===== config.mk =====
export PLATFORM = sky130hd
export DESIGN_NAME = bfsa_cell
export DESIGN_NICKNAME = d
export VERILOG_FILES = /design/src/design/bfsa_pkg.sv /design/src/design/bfsa_cell.sv
export SDC_FILE = /design/constraint.sdc
export NUM_CORES = 1
export LEC_CHECK = 0
export BUFFER_PORTS_ARGS = -buffer_cell sky130_fd_sc_hd__buf_4
export CAP_MARGIN = 20
export CORE_ASPECT_RATIO = 2
export CORE_UTILIZATION = 53
export DETAILED_ROUTE_END_ITERATION = 12
export PLACE_DENSITY = 0.85
export SYNTH_ARGS = -nofsm -noshare
export SYNTH_HDL_FRONTEND = slang
export SYNTH_SLANG_ARGS = --single-unit

===== constraint.sdc =====
create_clock -name clk -period 7.05 [get_ports clk]
set_input_delay 0 -clock clk [delete_from_list [all_inputs] [get_ports clk]]
set_output_delay 0 -clock clk [all_outputs]
set_load 0.02 [all_outputs]

===== src/design/bfsa_pkg.sv =====
package bfsa_pkg;

    // Pool geometry
    localparam int SLOTS       = 256;
    localparam int CAP_W       = 32;
    localparam int SLOT_BITS   = 8;
    localparam int AMOUNT_BITS = 32;

    localparam int IDX_W  = (SLOTS > 1) ? $clog2(SLOTS) : 1;
    localparam int CNT_W  = $clog2(SLOTS + 1);
    localparam int ADDR_W = (IDX_W > SLOT_BITS) ? IDX_W : SLOT_BITS;
    localparam int CMP_W  = (CAP_W > AMOUNT_BITS) ? CAP_W : AMOUNT_BITS;

    // Command codes
    localparam logic [1:0] CMD_LOAD    = 2'd0;
    localparam logic [1:0] CMD_ALLOC   = 2'd1;
    localparam logic [1:0] CMD_RELEASE = 2'd2;

    typedef struct packed {
        logic [1:0]             command;
        logic [SLOT_BITS-1:0]   slot;
        logic [AMOUNT_BITS-1:0] amount;
    } req_t;

    typedef struct packed {
        logic                 found;
        logic [SLOT_BITS-1:0] granted_slot;
    } rsp_t;

    // Running best candidate passed down the cell row
    typedef struct packed {
        logic             hit;
        logic [IDX_W-1:0] idx;
        logic [CAP_W-1:0] cap;
    } cand_t;

    // Broadcast control from the sequencer to every cell
    typedef struct packed {
        logic                   load;
        logic                   rel;
        logic [SLOT_BITS-1:0]   slot;
        logic [CAP_W-1:0]       wr_cap;
        logic [AMOUNT_BITS-1:0] req_amount;
        logic                   take;
        logic [IDX_W-1:0]       take_idx;
    } cell_ctl_t;

    typedef enum logic {
        ST_IDLE,
        ST_SCAN
    } state_t;

endpackage


===== src/design/bfsa_cell.sv =====
module bfsa_cell
    import bfsa_pkg::*;
(
    input  logic             clk,
    input  logic             rst_n,
    input  logic [IDX_W-1:0] index,
    input  cell_ctl_t        ctl,
    input  cand_t            cand_in,
    output cand_t            cand_out
);

    logic [CAP_W-1:0] cap_reg, cap_next;
    logic             free_reg, free_next;
    logic             loaded_reg, loaded_next;
    cand_t            cand_reg, cand_next;

    logic addr_hit;
    logic fits;

    assign addr_hit = (ADDR_W'(ctl.slot) == ADDR_W'(index));

    // Slot state update: load, release, grant
    always_comb
    begin
        cap_next    = cap_reg;
        free_next   = free_reg;
        loaded_next = loaded_reg;
        if (ctl.load && addr_hit)
        begin
            cap_next    = ctl.wr_cap;
            free_next   = 1'b1;
            loaded_next = 1'b1;
        end
        else if (ctl.rel && addr_hit && loaded_reg)
        begin
            free_next = 1'b1;
        end
        else if (ctl.take && ctl.take_idx == index)
        begin
            free_next = 1'b0;
        end
    end

    // Best-fit compare against the candidate from the left neighbor
    assign fits = free_reg && (CMP_W'(cap_reg) >= CMP_W'(ctl.req_amount));

    always_comb
    begin
        cand_next = cand_in;
        if (fits && (!cand_in.hit || cap_reg < cand_in.cap))
        begin
            cand_next.hit = 1'b1;
            cand_next.idx = index;
            cand_next.cap = cap_reg;
        end
    end

    always_ff @(posedge clk or negedge rst_n)
    begin
        if (!rst_n)
        begin
            free_reg   <= 1'b0;
            loaded_reg <= 1'b0;
        end
        else
        begin
            free_reg   <= free_next;
            loaded_reg <= loaded_next;
        end
    end

    // Payload: capacity and passing candidate
    always_ff @(posedge clk)
    begin
        cap_reg  <= cap_next;
        cand_reg <= cand_next;
    end

    assign cand_out = cand_reg;

endmodule


==> flow_summary.json, run 1 <==
{
  "outcome": "finished, final reports clean",
  "insertion_delay_ns": 0.35,
  "cts-htree-levels": 3,
  "drv_slew": 0,
  "ant_nets": 0,
  "ys_seq_elements": 75,
  "maxCapViolCount": 0,
  "synth_cell_types": 38,
  "power_density_nw_per_um2": 181,
  "die_h_microns": 130,
  "fillers": 390,
  "clk_path_buf_depth": 2,
  "crit_type": "reg2reg",
  "slowest_stage": "dlygate4sd3_1",
  "mappedNetlistArea_sq_um": 4310,
  "critical-path-top-delay-family": "compound AO/OA/AOI/OAI gates",
  "place_inst": 646,
  "startpoint_type": "flip-flop",
  "cts_tree": "yes",
  "drc_errors": 0,
  "fin_crit_sh_pct": 51.0,
  "synth_nets": 574,
  "antenna_found_initial": 1,
  "io_pins": 175,
  "syn-mean-instance-area_sq_um": 11.4,
  "stdcell_count": 745,
  "fmax_mhz": 278,
  "tns_ns": 0,
  "clk_pin_slew_ns": 0.06,
  "endpoint_kind": "flip-flop",
  "grt_first_pass_wirelength_mm": 21.1,
  "cp_data_required_time_ns": 7.27,
  "drt_wl_total_mm": 14.4,
  "ir_drop_mv": 0.188,
  "place_congestion": 0.838,
  "rows": 46,
  "groute.usage.overall_pct": 34.5,
  "initial_core_util_pct": 54.7,
  "yosysSeqAreaShare_pct": 42.5,
  "yosys_warnings": 0,
  "crit_chain": "ha_1 -> and4_1 -> nand2b_1 -> a2111oi_1 -> o311ai_2 -> a211oi_4 -> buf_4 -> mux2_4 -> dlygate4sd3_1",
  "p_leak_nw": 3.42,
  "synth_top_area_share_pct": 22.3,
  "netlist_top_cells_area": "edfxtp_1 22%, dfxtp_1 19%, ha_1 18%",
  "finalHoldViolCount": 0,
  "syn_to_final_growth_pct": 59.0,
  "setup_viol": 0,
  "dr_total_vias": 4015,
  "dp_hpwl_mm": 9.09,
  "synthCells": 377,
  "reg2reg_depth": 9,
  "postCtsSetupRepairBufs": 0,
  "drt_iter0_markers": 172,
  "synth_top_cell_by_area": "edfxtp_1",
  "mostFrequentLayoutCells": "177 x buf_4, 82 x dlygate4sd3_1, 66 x inv_1",
  "r2r-start": "cap_reg[11]",
  "cp.buffers_inverters": 2,
  "grt_pass1_vias": 4416,
  "first_pass_iters": 4,
  "slew_headroom_pct": 58.5,
  "min_path_type": "in2async",
  "largest_reg_flops": 41,
  "worst_pin_slew_ns": 0.621,
  "wl_per_cell_microns": 19.3,
  "rsz0062_at_grt": "false",
  "period_minus_slack_ns": 3.60,
  "arrival_ns": 3.82,
  "portBuffers": 174,
  "layout_commonest_cell": "buf_4",
  "fin_nets": 840,
  "core_area_sq_um": 7890,
  "r2r_slack_ns": 3.45,
  "overflow": 0,
  "finClkSkew_ns": 0.0108,
  "final_layout_size_suffix_gt1_share_pct": 36.7,
  "cp_max_fo": 20,
  "clock-sinks": 75,
  "slowest_delay_ns": 0.58,
  "viasPerCell": 5.39,
  "dieArea_sq_um": 8530,
  "grt_max_degree": 34,
  "die_x_microns": 65.8,
  "r2r-end": "cand_out[37]",
  "cts-root-buf": "clkbuf_16",
  "cts_buffers": 9
}
## Yosys cell counts, drive strengths merged
cell type,instances
o21ai,11
or4,2
o32ai,1
a21o,7
inv,66
nand2b,2
a2111oi,2
a211oi,2
mux2,40
o31ai,2
nand2,17
buf,4
a31oi,2
dfxtp,41
nor2,6
and4,1
edfxtp,32
a22o,1
or2,1
nor2b,2
nand3,7
a21oi,25
nor3,2
o31a,1
dfrtp,2
xor2,7
o311ai,1
o211ai,2
a22oi,1
nand4,8
nor4,5
and3,2
xnor2,9
ha,63
## stage by stage
step	instance area [sq um]	hold slack, ns	util [%]	power (W)	setup WS (ns)
after floorplan	4310	-0.296	-	0.000605	4.04
after global placement	5720	-0.218	72.6	0.000707	4.20
after detailed placement	5720	-0.213	72.6	0.000715	4.11
after CTS	6860	0.00235	87.0	0.00123	3.56
after global routing	6860	0.0175	87.0	0.00127	3.31
final	6860	0.00156	87.0	0.00124	3.45
## power by group
part / total (W) / switching (W) / leakage, nW / internal [W]
Sequential: 0.000483 / 0.00000930 / 0.656 / 0.000474
Clock: 0.000484 / 0.000187 / 0.151 / 0.000296
Combinational: 0.000276 / 0.000116 / 2.61 / 0.000160
Total: 0.00124 / 0.000313 / 3.42 / 0.000930
## repair_timing
item / 4_1_cts / 5_1_grt
endpoints found under the hold margin: 75 / 0
hold buffers: 82 / 0
resized for setup: 0 / 0
## worst max-delay path by stage
stage,start,to,slack [ns],depth (start not counted)
after detailed placement,cap_reg[13],cand_out[18],4.11,8
final,cap_reg[11],cand_out[37],3.45,9
after global routing,cap_reg[13],cand_out[35],3.31,9
after CTS,cap_reg[13],cand_out[39],3.56,9
after global placement,cap_reg[13],cand_out[13],4.20,8
after floorplan,index[6],cap_reg[0],4.04,3
## layer usage
metal | global-route usage (%) | routed length (microns) | vias up
met4 | 26.1 | 976 | 0
met3 | 5.55 | 650 | 76
li1 | - | - | 1854
met1 | 30.3 | 4500 | 1903
met2 | 66.0 | 8270 | 182
met5 | 0 | 0 | -
## logic make-up after synthesis
logic type / Yosys count / share of synthesized area, %
simple gates: 55 / 6.70
fa+ha+maj: 63 / 18.3
flops: 75 / 42.5
xor+xnor: 16 / 3.25
buf+inv: 70 / 6.79
mux: 40 / 13.9
compound gates: 58 / 8.61
## area by class of cell
cell class	count	area (sq um)	share of cell area, %
sequential	75	1830	26.7
antenna	1	2.50	0.0365
tap	96	120	1.75
multi-input combinational	232	2190	32.0
clock buffer	11	254	3.70
clock inverter	5	60.1	0.875
timing repair buffer	259	2150	31.3
inverter	66	248	3.61
Note: power is estimated with default switching activity, not from simulation.
==> inputs of run 2 (changes only) <==
--- a/config.mk
+++ b/config.mk
@@ -8,9 +8,9 @@
 export BUFFER_PORTS_ARGS = -buffer_cell sky130_fd_sc_hd__buf_4
 export CAP_MARGIN = 20
 export CORE_ASPECT_RATIO = 2
-export CORE_UTILIZATION = 53
+export CORE_UTILIZATION = 49
 export DETAILED_ROUTE_END_ITERATION = 12
-export PLACE_DENSITY = 0.85
+export PLACE_DENSITY = 0.79
 export SYNTH_ARGS = -nofsm -noshare
 export SYNTH_HDL_FRONTEND = slang
 export SYNTH_SLANG_ARGS = --single-unit
==> constraint.sdc (replaced) <==
create_clock -name clk -period 3.55 [get_ports clk]
set_input_delay 0 -clock clk [delete_from_list [all_inputs] [get_ports clk]]
set_output_delay 0 -clock clk [all_outputs]
set_load 0.02 [all_outputs]
==> run 2 against run 1 <==
  * Via count decreased by 5.5%
  * Combinational power grew 97%
  * Worst setup slack got worse by 3.3 ns
  * Sequential share of layout area down 0.29 points
  * Maximum frequency increased by 6.9%
  * Power rose by 98%
  * Cell area grew 1.1%
  * Wire length down 14%
  * Sequential power is 98% higher
  * Critical endpoint is now cand_out[34]
  * Largest cell class is now buffers
==> flow_summary.json, run 2 (synthesis results as in run 1) <==
{
  "outcome": "finished, final reports clean",
  "critical-path-top-delay-family": "buffers and inverters",
  "fmax_mhz": 297,
  "drv_slew": 0,
  "reg2reg_depth": 9,
  "rows": 48,
  "dr_total_vias": 3795,
  "min_path_type": "in2reg",
  "fin_crit_sh_pct": 94.9,
  "largest_reg_flops": 41,
  "antenna_found_initial": 0,
  "die_h_microns": 135,
  "dieArea_sq_um": 9210,
  "place_congestion": 0.897,
  "final_util_pct": 80.8,
  "overflow": 0,
  "p_leak_nw": 3.46,
  "endpoint_kind": "flip-flop",
  "clk_path_buf_depth": 2,
  "use_met3_pct": 5.32,
  "whs_endpoint": "free_reg",
  "maxCapViolCount": 0,
  "insertion_delay_ns": 0.34,
  "grtUsageMet1_pct": 25.4,
  "slowest_delay_ns": 0.55,
  "dp_hpwl_mm": 8.71,
  "period_minus_slack_ns": 3.37,
  "grt_pass1_vias": 4190,
  "r2r-start": "cap_reg[29]",
  "hold_depth": 3,
  "cp.buffers_inverters": 2,
  "power_density_nw_per_um2": 355,
  "grt_max_degree": 34,
  "setup_viol": 0,
  "grt_use_met2_pct": 53.5,
  "drc_errors": 0,
  "clock-sinks": 75,
  "drt_wl_total_mm": 12.4,
  "slowest_stage": "dlygate4sd3_1",
  "design_area_sq_um": 6940,
  "arrival_ns": 3.59,
  "r2r-end": "cand_out[34]",
  "cts_buffers": 9,
  "finClkSkew_ns": 0.00916,
  "busiest_layer": "met2",
  "crit_chain": "ha_1 -> nand4_2 -> or4_1 -> a21oi_1 -> o31ai_1 -> a211oi_4 -> buf_12 -> mux2_4 -> dlygate4sd3_1",
  "cts_tree": "yes",
  "portBuffers": 174,
  "place_inst": 650,
  "clk_pin_slew_ns": 0.06,
  "core_area_sq_um": 8590,
  "r2r_slack_ns": 0.18,
  "die_x_microns": 68.4,
  "tns_ns": 0,
  "io_pins": 175,
  "cts-htree-levels": 3,
  "fillers": 475,
  "cts-root-buf": "clkbuf_16",
  "cp_max_fo": 15,
  "diodes": 0,
  "drt_iter0_markers": 157,
  "grt_first_pass_wirelength_mm": 18.7,
  "ir_drop_mv": 0.280,
  "slew_headroom_pct": 56.0,
  "finalHoldViolCount": 0,
  "startpoint_type": "flip-flop",
  "viasPerCell": 5.05,
  "crit_type": "reg2reg",
  "post_dp_cell_area_sq_um": 5740,
  "wl_per_cell_microns": 16.5,
  "fin_nets": 843,
  "layout_commonest_cell": "buf_4",
  "final_layout_size_suffix_gt1_share_pct": 37.0,
  "mostFrequentLayoutCells": "177 x buf_4, 83 x dlygate4sd3_1, 66 x inv_1",
  "cp_data_required_time_ns": 3.77,
  "worst_pin_slew_ns": 0.643,
  "rsz0062_at_grt": "false",
  "hp-start": "ctl[81]",
  "first_pass_iters": 4,
  "stdcell_count": 751,
  "ant_nets": 0,
  "groute.usage.overall_pct": 28.0,
  "syn_to_final_growth_pct": 60.8,
  "initial_core_util_pct": 50.2
}
## run 2: power by group
part	switching, W	leakage [nW]	internal (W)	total [W]
Clock	0.000344	0.164	0.000618	0.000962
Sequential	0.0000167	0.656	0.000942	0.000958
Combinational	0.000219	2.64	0.000324	0.000543
## run 2: layer usage
layer | vias up | routed length [microns]
met1 | 1748 | 4210
li1 | 1873 | -
met4 | 0 | 488
met2 | 135 | 7130
met3 | 39 | 569
met5 | - | 0
## run 2: cell type report
type	count	area [sq um]	share of cell area (%)
well taps	100	125	1.80
inverters	66	248	3.57
multi-input cells	232	2200	31.7
repair buffers	262	2200	31.8
flip-flops and latches	75	1830	26.4
clock buffers	14	318	4.58
clock inverters	2	10.0	0.144
## run 2: worst max-delay path by stage
| stage | start | end | slack [ns] | cells past startpoint |
|---|---|---|---|---|
| after floorplan | index[6] | cap_reg[0] | 0.54 | 3 |
| after global placement | cap_reg[10] | cand_out[38] | 0.71 | 8 |
| after detailed placement | cap_reg[10] | cand_out[34] | 0.66 | 8 |
| after CTS | cap_reg[10] | cand_out[34] | 0.10 | 9 |
| after global routing | cap_reg[29] | cand_out[34] | 0.03 | 9 |
| final | cap_reg[29] | cand_out[34] | 0.18 | 9 |
## run 2: worst reg2reg max path, stage by stage, from the launching register on
cell and delay, ns:
edfxtp_1 0.43, ha_1 0.33, nand4_2 0.14, or4_1 0.54, a21oi_1 0.22, o31ai_1 0.15, a211oi_4 0.34, buf_12 0.23
mux2_4 0.32, dlygate4sd3_1 0.56
## run 2: per-stage QoR
step	hold WS, ns	setup slack (ns)	total power (W)
after floorplan	-0.296	0.540	0.00120
after detailed placement	-0.217	0.657	0.00142
after global routing	0.0624	0.0273	0.00255
final	0.0104	0.182	0.00246
after CTS	0.00724	0.105	0.00246
after global placement	-0.217	0.707	0.00141
## run 2: timing repair
| item | CTS | global route |
|---|---|---|
| hold buffers | 83 | 0 |
| setup endpoints to repair | 0 | 8 |
| setup buffers | 0 | 1 |
| endpoints found under the hold margin | 75 | 0 |
| resized for setup | 0 | 1 |
==> inputs of run 3 (changes only) <==
--- a/config.mk
+++ b/config.mk
@@ -9,8 +9,10 @@
 export CAP_MARGIN = 20
 export CORE_ASPECT_RATIO = 2
 export CORE_UTILIZATION = 49
+export CTS_CLUSTER_DIAMETER = 100
 export DETAILED_ROUTE_END_ITERATION = 12
 export PLACE_DENSITY = 0.79
+export REMOVE_ABC_BUFFERS = 1
 export SYNTH_ARGS = -nofsm -noshare
 export SYNTH_HDL_FRONTEND = slang
 export SYNTH_SLANG_ARGS = --single-unit
==> constraint.sdc (replaced) <==
create_clock -name clk -period 3.6 [get_ports clk]
set_input_delay 0 -clock clk [delete_from_list [all_inputs] [get_ports clk]]
set_output_delay 0 -clock clk [all_outputs]
set_load 0.02 [all_outputs]
==> run 3 against run 2 <==
  * Non-clock buffer count shrank 2
  * Worst setup slack improved by 0.28 ns
  * Power down 0.70%
  * Sequential share of layout area rose by 0.18 points
  * Clock-buffer cell count is 3 lower
  * Core utilization down 0.54 points
  * Critical path type unchanged
==> flow_summary.json, run 3 (synthesis results as in run 1) <==
{
  "final_layout_size_suffix_gt1_share_pct": 36.5,
  "syn_to_final_growth_pct": 59.7,
  "mostFrequentLayoutCells": "176 x buf_4, 83 x dlygate4sd3_1, 66 x inv_1",
  "die_h_microns": 135,
  "grt_pass1_vias": 4371,
  "crit_type": "reg2reg",
  "place_congestion": 0.810,
  "p_leak_nw": 3.43,
  "viasPerCell": 5.22,
  "drv_slew": 0,
  "register_area_sq_um": 1830,
  "dr_wl_met3_microns": 548,
  "hp-start": "ctl[82]",
  "initial_core_util_pct": 50.2,
  "r2r-start": "cap_reg[9]",
  "drc_errors": 0,
  "clk_path_buf_depth": 2,
  "cp_max_fo": 10,
  "clk_pin_slew_ns": 0.06,
  "outcome": "finished, final reports clean",
  "finalHoldViolCount": 0,
  "tns_ns": 0,
  "postLayoutSetupSlackWorst_ns": 0.463,
  "io_pins": 175,
  "portBuffers": 174,
  "cp-startpoint": "cap_reg[9]",
  "layout_commonest_cell": "buf_4",
  "insertion_delay_ns": 0.34,
  "antenna_found_initial": 0,
  "dp_hpwl_mm": 8.88,
  "rsz0062_at_grt": "false",
  "die_x_microns": 68.4,
  "endpoint_kind": "flip-flop",
  "worst_pin_slew_ns": 0.610,
  "core_area_sq_um": 8590,
  "fin_nets": 841,
  "multi_input_area_sq_um": 2190,
  "dr_wl_met2_mm": 7.50,
  "overflow": 0,
  "wl_met1_mm": 4.36,
  "maxUsedRoutingLayer": "met4",
  "period_minus_slack_ns": 3.14,
  "rows": 48,
  "arrival_ns": 3.36,
  "slowest_delay_ns": 0.56,
  "min_path_type": "in2reg",
  "grt_max_degree": 34,
  "ant_nets": 0,
  "fin_crit_sh_pct": 87.1,
  "cts-htree-levels": 3,
  "clock-sinks": 75,
  "groute.usage.overall_pct": 30.5,
  "slew_headroom_pct": 59.2,
  "cts_buffers": 9,
  "first_pass_iters": 6,
  "dr_total_vias": 3910,
  "drt_wl_total_mm": 13.3,
  "power_density_nw_per_um2": 355,
  "ir_drop_mv": 0.292,
  "cts_tree": "yes",
  "drt_iter0_markers": 190,
  "cts-root-buf": "clkbuf_16",
  "setup_viol": 0,
  "fillers": 493,
  "grt_first_pass_wirelength_mm": 20.2,
  "startpoint_type": "flip-flop",
  "dieArea_sq_um": 9210,
  "hold_slack_ns": 0.0265,
  "cp_data_required_time_ns": 3.82,
  "finalPower_w": 0.00245,
  "wl_per_cell_microns": 17.7,
  "largest_reg_flops": 41,
  "final_util_pct": 80.2,
  "place_ws_ns": 0.512,
  "fmax_mhz": 319,
  "finClkSkew_ns": 0.00621,
  "diodes": 0,
  "maxCapViolCount": 0,
  "crit_chain": "ha_1 -> and4_1 -> nand2b_1 -> a2111oi_1 -> o311ai_2 -> a211oi_4 -> buf_4 -> mux2_4",
  "slowest_stage": "a2111oi_1"
}
-- run 3: area by class of cell --
cell class                 instances  area share, %
clock inverter                     5           1.11
multi-input combinational        232           31.9
sequential                        75           26.6
timing repair buffer             260           31.5
tap                              100           1.82
inverter                          66           3.60
clock buffer                      11           3.52
-- run 3: path summary, 6_finish.rpt --
path	endpoint	cells after the start	slack, ns
worst max-delay path	cand_out[22]	8	0.46
worst min-delay path	free_reg	3	0.03
worst max register to register	cand_out[22]	8	0.46
worst min register to register	loaded_reg	1	0.49
max in group asynchronous	free_reg	3	2.93
min in group asynchronous	loaded_reg	3	0.54
-- run 3: power by group --
group          internal (W)  switching (W)
Sequential         0.000929      0.0000177
Clock              0.000622       0.000349
Combinational      0.000310       0.000218
-- run 3: critical path, delay by kind of cell, from the launching register on --
kind / cells / cell delay [ns]
adders and majority gates: 1 / 0.34
AOI/OAI and AO/OA: 3 / 1.25
and+or+nand+nor: 2 / 0.32
DFF: 1 / 0.44
muxes: 1 / 0.33
buffers and inverters: 1 / 0.33
-- run 3: timing repair --
item,CTS,global route
endpoints found under the hold margin,75,0
hold buffers,83,0
resized for setup,0,0
setup buffers,0,0
-- run 3: metrics by stage --
stage | cells | instance area (sq um)
4_1_cts | 749 | 6890
6_report | 749 | 6890
3_3_place_gp | 650 | 5740
5_1_grt | 749 | 6890
2_1_floorplan | 373 | 4270
3_5_place_dp | 650 | 5740
-- run 3: layer usage --
| metal | GRT usage (%) | up-vias |
|---|---|---|
| li1 | - | 1863 |
| met1 | 27.8 | 1823 |
| met2 | 55.5 | 159 |
| met3 | 6.50 | 65 |
| met4 | 21.5 | 0 |
| met5 | 0 | - |
